### config.mk
export PLATFORM = sky130hd
export DESIGN_NAME = modular_exponentiation_64
export DESIGN_NICKNAME = d
export VERILOG_FILES = /design/src/design/mexp_pkg.sv /design/src/design/mexp_mulmod.sv /design/src/design/modular_exponentiation_64.sv
export SDC_FILE = /design/constraint.sdc
export NUM_CORES = 2
export LEC_CHECK = 0
export BUFFER_PORTS_ARGS = -buffer_cell sky130_fd_sc_hd__buf_2
export CAP_MARGIN = 20
export CORE_MARGIN = 5
export CORE_UTILIZATION = 45
export CTS_BUF_LIST = sky130_fd_sc_hd__clkbuf_8
export DETAILED_ROUTE_END_ITERATION = 6
export PLACE_DENSITY = 0.69
export SKIP_CTS_REPAIR_TIMING = 1
export SYNTH_ARGS = -nofsm -noshare
export SYNTH_HDL_FRONTEND = slang
export SYNTH_HIERARCHICAL = 1
export SYNTH_SLANG_ARGS = --single-unit
### constraint.sdc
create_clock -name clk -period 5.7 [get_ports clk]
set_input_delay 0.57 -clock clk [delete_from_list [all_inputs] [get_ports clk]]
set_output_delay 0.57 -clock clk [all_outputs]
set_load 0.05 [all_outputs]
### src/design/mexp_pkg.sv
// ----------------------------------------------------------------------------
// mexp_pkg
// Shared widths and constants for the 64-bit modular exponentiation block.
// ----------------------------------------------------------------------------
package mexp_pkg;

  localparam int WORD_BITS = 64;
  localparam int CNT_W     = $clog2(WORD_BITS);

  localparam logic [63:0] RESET_MODULUS_FULL = 64'd953467954114363;
  localparam logic [WORD_BITS-1:0] RESET_MODULUS = RESET_MODULUS_FULL[WORD_BITS-1:0];

  localparam logic [WORD_BITS-1:0] WORD_ONE = {{(WORD_BITS-1){1'b0}}, 1'b1};

endpackage

### src/design/mexp_mulmod.sv
// ----------------------------------------------------------------------------
// mexp_mulmod
// Bit-serial interleaved modular multiplier: one multiplier bit per cycle,
// WORD_BITS bits per product. A zero modulus acts as 2^WORD_BITS.
// ----------------------------------------------------------------------------
module mexp_mulmod
  import mexp_pkg::*;
(
  input  logic                 clk,
  input  logic                 rst,
  input  logic                 start,
  input  logic [WORD_BITS-1:0] a,
  input  logic [WORD_BITS-1:0] y,
  input  logic [WORD_BITS-1:0] m,
  output logic                 done,
  output logic [WORD_BITS-1:0] result
);

  logic                 busy;
  logic [CNT_W-1:0]     cnt;
  logic [WORD_BITS-1:0] a_sh;
  logic [WORD_BITS-1:0] y_reg;
  logic [WORD_BITS:0]   m_ext;
  logic [WORD_BITS-1:0] r;
  logic [WORD_BITS-1:0] r_next;

  logic [WORD_BITS+1:0] t;
  logic [WORD_BITS+1:0] m1;
  logic [WORD_BITS+1:0] m2;
  logic [WORD_BITS+1:0] d1;
  logic [WORD_BITS+1:0] d2;

  always_comb begin
    t  = {1'b0, r, 1'b0} + {2'b00, (a_sh[WORD_BITS-1] ? y_reg : {WORD_BITS{1'b0}})};
    m1 = {1'b0, m_ext};
    m2 = {m_ext, 1'b0};
    d1 = t - m1;
    d2 = t - m2;
    if (t >= m2) begin
      r_next = d2[WORD_BITS-1:0];
    end else if (t >= m1) begin
      r_next = d1[WORD_BITS-1:0];
    end else begin
      r_next = t[WORD_BITS-1:0];
    end
  end

  always_ff @(posedge clk) begin
    if (rst) begin
      busy <= 1'b0;
      done <= 1'b0;
      cnt  <= '0;
    end else begin
      done <= 1'b0;
      if (start) begin
        busy <= 1'b1;
        cnt  <= CNT_W'(WORD_BITS - 1);
      end else if (busy) begin
        cnt <= cnt - 1'b1;
        if (cnt == '0) begin
          busy <= 1'b0;
          done <= 1'b1;
        end
      end
    end
  end

  always_ff @(posedge clk) begin
    if (start) begin
      a_sh  <= a;
      y_reg <= y;
      r     <= '0;
      m_ext <= (m == '0) ? {1'b1, {WORD_BITS{1'b0}}} : {1'b0, m};
    end else if (busy) begin
      a_sh <= a_sh << 1;
      r    <= r_next;
    end
  end

  assign result = r;

endmodule

### src/design/modular_exponentiation_64.sv
// ----------------------------------------------------------------------------
// modular_exponentiation_64
// power = base^exponent mod modulus by right-to-left square-and-multiply on
// one shared bit-serial modular multiplier.
// ----------------------------------------------------------------------------
//  channel  | signals                            | direction
//  ---------+------------------------------------+----------
//  input    | in_valid, in_stall, base, exponent | in
//  output   | out_valid, out_stall, power        | out
//  config   | cfg_write, cfg_data (modulus)      | in
//
//  An item takes one reduction, WORD_BITS squarings and one multiply per set
//  exponent bit, all on the shared multiplier. in_stall is high while an
//  item runs. A finished result waits in the output register while a new
//  item runs. rst is synchronous; modulus resets to 953467954114363.
// ----------------------------------------------------------------------------
module modular_exponentiation_64
  import mexp_pkg::*;
(
  input  logic                 clk,
  input  logic                 rst,
  input  logic                 in_valid,
  output logic                 in_stall,
  input  logic [WORD_BITS-1:0] base,
  input  logic [WORD_BITS-1:0] exponent,
  output logic                 out_valid,
  input  logic                 out_stall,
  output logic [WORD_BITS-1:0] power,
  input  logic                 cfg_write,
  input  logic [WORD_BITS-1:0] cfg_data
);

  typedef enum logic [4:0] {
    ST_IDLE   = 5'b00001,
    ST_REDUCE = 5'b00010,
    ST_MUL    = 5'b00100,
    ST_SQR    = 5'b01000,
    ST_FINISH = 5'b10000
  } state_t;

  state_t               state;
  logic [WORD_BITS-1:0] modulus;
  logic [WORD_BITS-1:0] acc;
  logic [WORD_BITS-1:0] b;
  logic [WORD_BITS-1:0] e_sh;
  logic [CNT_W-1:0]     bit_cnt;
  logic                 start;

  logic [WORD_BITS-1:0] op_a;
  logic [WORD_BITS-1:0] op_y;
  logic                 mul_done;
  logic [WORD_BITS-1:0] mul_res;
  logic                 in_xfer;
  logic                 out_free;

  assign in_stall = (state != ST_IDLE);
  assign in_xfer  = in_valid && !in_stall;
  assign out_free = !out_valid || !out_stall;

  always_comb begin
    unique case (state)
      ST_REDUCE: begin
        op_a = b;
        op_y = WORD_ONE;
      end
      ST_MUL: begin
        op_a = acc;
        op_y = b;
      end
      default: begin
        op_a = b;
        op_y = b;
      end
    endcase
  end

  mexp_mulmod u_mulmod (
    .clk    (clk),
    .rst    (rst),
    .start  (start),
    .a      (op_a),
    .y      (op_y),
    .m      (modulus),
    .done   (mul_done),
    .result (mul_res)
  );

  always_ff @(posedge clk) begin
    if (rst) begin
      modulus <= RESET_MODULUS;
    end else if (cfg_write) begin
      modulus <= cfg_data;
    end
  end

  always_ff @(posedge clk) begin
    if (rst) begin
      state     <= ST_IDLE;
      start     <= 1'b0;
      out_valid <= 1'b0;
      bit_cnt   <= '0;
    end else begin
      start <= 1'b0;
      if (out_valid && !out_stall) begin
        out_valid <= 1'b0;
      end
      unique case (state)
        ST_IDLE: begin
          if (in_xfer) begin
            state   <= ST_REDUCE;
            start   <= 1'b1;
            bit_cnt <= CNT_W'(WORD_BITS - 1);
          end
        end
        ST_REDUCE: begin
          if (mul_done) begin
            state <= e_sh[0] ? ST_MUL : ST_SQR;
            start <= 1'b1;
          end
        end
        ST_MUL: begin
          if (mul_done) begin
            state <= ST_SQR;
            start <= 1'b1;
          end
        end
        ST_SQR: begin
          if (mul_done) begin
            if (bit_cnt == '0) begin
              state <= ST_FINISH;
            end else begin
              bit_cnt <= bit_cnt - 1'b1;
              state   <= e_sh[1] ? ST_MUL : ST_SQR;
              start   <= 1'b1;
            end
          end
        end
        ST_FINISH: begin
          if (out_free) begin
            out_valid <= 1'b1;
            state     <= ST_IDLE;
          end
        end
        default: begin
          state <= ST_IDLE;
        end
      endcase
    end
  end

  always_ff @(posedge clk) begin
    if (in_xfer) begin
      b    <= base;
      e_sh <= exponent;
      acc  <= WORD_ONE;
    end else if (mul_done) begin
      if (state == ST_MUL) begin
        acc <= mul_res;
      end else begin
        b <= mul_res;
      end
      if (state == ST_SQR) begin
        e_sh <= e_sh >> 1;
      end
    end
    if (state == ST_FINISH && out_free) begin
      power <= acc;
    end
  end

endmodule

---- Word level (Yosys, flattened, before mapping) ----
Cells that the tools add are included.
operators by class
  $add $sub $neg .......................... 5
  order comparisons ....................... 2
  equality and inequality tests ........... 13
  multiplexer cells ....................... 40
  bitwise gates (word level) .............. 1
  reduce and logical (&&, ||, !) cells .... 21
operator list
  cell                                              number
  two-way mux 64 bit                                12
  subtractor 64 bit                                 2
  adder 65 x 64 -> 66 bit                           1
  >= comparator 66 x 65 -> 1 bit                    1
  >= comparator 66 bit                              1
  two-way mux 65 bit                                1
  zero test 64 bit                                  1
  two-way mux 5 bit                                 6
  two-way mux 6 bit                                 5
  case mux 5 bit (5 select lines)                   1
  zero test 6 bit                                   2
  case mux 6 bit (2 select lines)                   1
  subtractor 6 x 1 -> 6 bit, second input constant  2
  two-way mux 1 bit                                 11
  two-way mux 4 bit                                 2
  != test 2 bit, second input constant              4
  nonzero test 2 bit                                4
  != test 2 x 1 -> 1 bit, second input constant     3
  AND reduction 2 bit                               3
  == test 5 x 1 -> 1 bit, second input constant     1
  == test 5 x 2 -> 1 bit, second input constant     1
  == test 5 x 3 -> 1 bit, second input constant     1
  == test 5 x 4 -> 1 bit, second input constant     1
  == test 5 bit, second input constant              1
  10 further kinds                                  14
word-level totals
  register bits ........................... 598
  input port bits ......................... 197
  word-level logic and storage cells ...... 99

---- Longest topological paths before layout ----
  depth after elaboration ................. 5
  depth in mapped cells ................... 30
  mapped depth without buffers ............ 26

---- By module ----
Netlist, hierarchy kept.
modules (own cells, without submodules)
  module                     instances  cells each  area each (µm²)
  mexp_mulmod                1          2571        22484.1
  modular_exponentiation_64  1          1357        14022.2

---- Least setup slack after synthesis ----
Ideal clock, no wire load.
  path type ............................... register -> register
  start ................................... reg state[0]
  end ..................................... reg e_sh[0] (enable)
  library setup time ...................... 0.574 ns
  arrival ................................. 5.753 ns
  setup slack ............................. -0.627 ns
  cell stages (with the launch flop) ...... 6
  path buffers ............................ 2
  cells stage by stage .................... dfxtp_1 > buf_6 > or3_1 > buf_2 > or2_2 > o21ai_0
on the way
  cells in the longest elaborated chain, start to end .. 5
  elaborated cells between the ends (all ways) .. 7
  those cells by class .................... eq/ne: 2; reduce/logical: 5
ends and longest elaborated chain
  element                          line                              RTL
  start, declared                  modular_exponentiation_64.sv:41   state_t state;
  start signal, assigned           modular_exponentiation_64.sv:117  state <= e_sh[0] ? ST_MUL : ST_SQR;
  start signal, assigned           modular_exponentiation_64.sv:133  state <= e_sh[1] ? ST_MUL : ST_SQR;
  != test 5 x 1 -> 1 bit           modular_exponentiation_64.sv:56   assign in_stall = (state != ST_IDLE);
  zero test 1 bit                  modular_exponentiation_64.sv:57   assign in_xfer = in_valid && !in_stall;
  logical AND 1 bit                modular_exponentiation_64.sv:57
  nonzero test 2 bit (no line)     -
  AND reduction 2 bit (no line) *  -
  end signal, assigned             modular_exponentiation_64.sv:154  e_sh <= exponent;
  end signal, assigned             modular_exponentiation_64.sv:163  e_sh <= e_sh >> 1;
  end, declared                    modular_exponentiation_64.sv:45   logic [WORD_BITS-1:0] e_sh;
Mark *: on every way between the ends. The rest lies on a longest branch, timed or not.
A chain may end at the register's enable or synchronous reset.

---- Worst setup path after layout ----
  start ................................... reg u_mulmod.a_sh[63]
  end ..................................... reg u_mulmod.r[61], in the netlist u_mulmod/result[61]
on the way
  cells in the longest elaborated chain, start to end .. 5
  elaborated cells between the ends (all ways) .. 8
  those cells by class .................... add/sub: 3; order compare: 2; mux: 3
ends and longest elaborated chain
  element                                                                     line                                  RTL
  start, declared                                                             mexp_mulmod.sv:21                     logic [WORD_BITS-1:0] a_sh;
  start signal, assigned                                                      mexp_mulmod.sv:75                     a_sh <= a_sh << 1;
  two-way mux 64 bit *                                                        mexp_mulmod.sv:34                     t = {1'b0, r, 1'b0} + {2'b00, (a_sh[WORD_BITS-1] ? y_reg : {WORD_BITS{1'b0}})};
  adder 65 x 64 -> 66 bit *                                                   mexp_mulmod.sv:34
  subtractor 64 bit / >= comparator 66 x 65 -> 1 bit (equally long branches)  mexp_mulmod.sv:37, mexp_mulmod.sv:41
  two-way mux 64 bit                                                          mexp_mulmod.sv:41                     end else if (t >= m1) begin
  two-way mux 64 bit *                                                        mexp_mulmod.sv:39                     if (t >= m2) begin
  end signal, assigned                                                        mexp_mulmod.sv:76                     r <= r_next;
  end, declared                                                               mexp_mulmod.sv:24                     logic [WORD_BITS-1:0] r;
Marked as above.

==> impl_metrics.env <==
export IMPL_run_status="complete, but fails checks"
export IMPL_failed_checks="negative setup slack"
export IMPL_rows=104
export IMPL_report_final_slew_viol_count=0
export IMPL_internal_power_w=0.01459
export IMPL_postLayoutSetupSlackWorst_ns=-0.4660
export IMPL_die_area_um2=86920
export IMPL_final_period_utilization=1.082
export IMPL_first_global_vias=32500
export IMPL_finish_utilization=0.5806
export IMPL_yosys_warnings=6
export IMPL_largest_register="u_mulmod/m_ext"
export IMPL_timing_critical_path_max_delay_family="compound AO/OA/AOI/OAI gates"
export IMPL_critical_path_buf_inv_count=4
export IMPL_worstRegToRegCells=28
export IMPL_largest_register_ff_count=65
export IMPL_cp_arrival_ns=6.82
export IMPL_mappedNetlistNets=4325
export IMPL_cp_depth=28
export IMPL_grt_pass1_wl_um=184900
export IMPL_power_frac_clock=0.155
export IMPL_final_layout_size_suffix_gt1_frac=0.3047
export IMPL_period_needed_ns=6.166
export IMPL_timing_worst_slew_pin_value_ns=1.312
export IMPL_cts_num_sinks=598
export IMPL_ys_ff_latch=598
export IMPL_placement_setup_worst_slack_ns=-0.6550
export IMPL_die_height_um=294.8
export IMPL_rsz_0062_raised_after_global_routing="yes"
export IMPL_timing_final_hold_violations=0
export IMPL_port_buffer_count=262
export IMPL_critical_path_slowest_cell="edfxtp_1"
export IMPL_seqPwrFrac=0.228
export IMPL_dominantRegCellSynth="edfxtp_1"
export IMPL_post_route_drc_count=0
export IMPL_clkSlewWorstSetupHoldPaths_ns=0.07
export IMPL_maxSlewHeadroom=0.1171
export IMPL_combPwrFrac=0.617
export IMPL_clock_root_buffer="clkbuf_8"
export IMPL_post_layout_nonfiller_instances=5951
export IMPL_min_delay_path_class="input port to flip-flop"
export IMPL_syn_area_um2=36510
export IMPL_cts_max_level=3
export IMPL_critical_path_max_fanout=11
export IMPL_detailed_place_hpwl_um=96960
export IMPL_power_per_cell_area_nw_per_um2=543.8
export IMPL_initial_cell_density_of_the_core=0.4532
export IMPL_p_sw_frac=0.4264
export IMPL_design_area_um2=46770
export IMPL_yosysUniqueCellTypes=108
export IMPL_grt_start_max_net_pins=114
export IMPL_maxClockFrequency_mhz=162.2
export IMPL_io_pin_count=263
export IMPL_drv_cap=0
export IMPL_wl_per_cell_um=20.94
export IMPL_avgViaCountPerCell=5.526
export IMPL_postRouteWirelength_um=124600
export IMPL_clock_tree_buffer_depth=3
export IMPL_slowest_delay_ns=0.43
export IMPL_clk_skew_ns=0.05093
export IMPL_ir_drop_mv=0.3167
export IMPL_gp_congestion=1.027
export IMPL_async_reset_ff_frac=0
export IMPL_clkLatencyLatePin_ns=0.76
export IMPL_cts_buffers_inserted=100
export IMPL_synth_enable_flop_cells=385
export IMPL_endpoint_kind="flip-flop"
export IMPL_firstDrtPassIters=6
export IMPL_fin_hold_ws_ns=0.02341
export IMPL_netsw_w=0.01084
export IMPL_setup_viol=64
export IMPL_cp_start_kind="flip-flop"
export IMPL_groute_usage_overall=0.2738
export IMPL_layout_filler_cells=7248
export IMPL_route_vias_total=32890
export IMPL_critical_path_class="flip-flop to flip-flop"
export IMPL_areaGrowthSynthToFinish_pct=28.11
export IMPL_leading_cell_types_in_the_layout_fill_and_taps_excluded="buf_4, nand2_1, edfxtp_1"
export IMPL_nNetsFinal=5200
export IMPL_placed_cells=5741
export IMPL_p_leak_nw=20.65
export IMPL_syn_inst=3928
export IMPL_tritoncts_clock_tree="yes"
export IMPL_place_area_um2=43810
export IMPL_layout_cells_most_common="buf_4"
export IMPL_required_time_at_the_endpoint_of_the_critical_path_ns=6.35
export IMPL_min_path_cells=2
export IMPL_fp_coreArea_um2=80550
export IMPL_postRouteAntennaNets=0
export IMPL_grt_overflow_total=0
export IMPL_seq_area_frac_synth=0.4335
export IMPL_synth_avg_cell_area_um2=9.294
export IMPL_antenna_found_initial=1
export IMPL_fp_dieW_um=294.8
export IMPL_detailedRoute_firstIterationViolations=2474
==> final timing paths <==
kind	from	endpoint	slack, ns
worst max register to register	u_mulmod/a_sh[63]$_DFFE_PP_	u_mulmod/result[61]$_SDFFE_PP0P_	-0.47
worst min register to register	acc[57]$_SDFFE_PP0P_	power[57]$_DFFE_PP_	0.42
worst min-delay path	cfg_data[34]	modulus[34]$_SDFFE_PP1P_	0.02
worst max-delay path	u_mulmod/a_sh[63]$_DFFE_PP_	u_mulmod/result[61]$_SDFFE_PP0P_	-0.47
==> cell families (layout without fill, tap and decap cells) <==
kind of cell,count (synthesis),count (layout),share of synthesized area
flops,598,598,0.4335
xor+xnor,182,182,0.04366
other cells,0,1,0
buf+inv,394,1356,0.04504
mux,177,177,0.05306
simple gates,1410,1410,0.1785
fa+ha+maj,200,200,0.06916
compound gates,967,967,0.1771
==> metrics by stage <==
stage	total power [W]	TNS, ns
finish	0.02543	-20.65
global route	0.02681	-34.02
CTS	0.02479	-33.32
detailed placement	0.02072	-32.02
global placement	0.02069	-28.65
floorplan	0.01350	0
==> worst register-to-register path: cells and delay by family (launching register included) <==
family | cells | cell delay (ns)
XOR/XNOR | 1 | 0.09
flip-flops | 1 | 0.43
AO/OA/AOI/OAI | 12 | 2.87
buffers and inverters | 4 | 0.64
AND/OR/NAND/NOR | 9 | 1.44
adder cells (fa/ha/maj) | 2 | 0.63
==> layout make-up <==
class,instances,area (µm²),share of cell area
diodes,1,2.502,0.00005351
clock buffers,128,1762,0.03767
clock inverters,61,345.3,0.007384
inverters,127,476.7,0.01019
multi-input cells,2936,19690,0.4210
flip-flops and latches,598,15830,0.3385
well taps,1060,1326,0.02836
repair buffers,1040,7336,0.1569
==> Yosys cell counts (14+ instances only) <==
| cell type | count | share of area |
|---|---|---|
| nand2_1 | 718 | 0.074 |
| edfxtp_1 | 385 | 0.32 |
| a21oi_1 | 307 | 0.042 |
| nor2_1 | 214 | 0.022 |
| dfxtp_1 | 213 | 0.12 |
| clkbuf_1 | 200 | 0.021 |
| ha_1 | 197 | 0.068 |
| o21ai_0 | 154 | 0.021 |
| and2_1 | 139 | 0.024 |
| mux2_2 | 132 | 0.041 |
| inv_1 | 127 | 0.013 |
| xnor2_1 | 101 | 0.024 |
| a21o_1 | 97 | 0.020 |
| xor2_1 | 81 | 0.019 |
| nand4_1 | 63 | 0.011 |
| nor2b_1 | 51 | 0.0087 |
| a211oi_1 | 46 | 0.0095 |
| buf_2 | 46 | 0.0063 |
| mux2i_1 | 45 | 0.012 |
| nand3_1 | 43 | 0.0059 |
| nor3_1 | 41 | 0.0056 |
| o21bai_1 | 41 | 0.0084 |
| a211o_1 | 37 | 0.0089 |
| o21a_1 | 36 | 0.0074 |
| o211ai_1 | 35 | 0.0072 |
| nand2b_1 | 29 | 0.0050 |
| nor4_1 | 26 | 0.0045 |
| a31oi_1 | 16 | 0.0027 |
| a22oi_1 | 15 | 0.0031 |
| and3_1 | 14 | 0.0024 |
| or3_1 | 14 | 0.0024 |
==> per-layer routing <==
layer / GRT usage / part of all wire / up-vias
met4: 0.1487 / 0.063 / 2
met3: 0.03361 / 0.051 / 336
met1: 0.3199 / 0.39 / 15580
li1: - / - / 15860
met2: 0.4892 / 0.50 / 1103
met5: 0 / 0.00010 / -
==> power groups by stage <==
stage               Combinational, W  Sequential, W  Clock (W)
finish                        0.0157        0.00579    0.00395
global route                  0.0167        0.00583    0.00425
CTS                           0.0149        0.00579    0.00406
detailed placement            0.0148        0.00587          0
global placement              0.0148        0.00587          0
floorplan                    0.00776        0.00574          0
(Power assumes the default switching activity.)
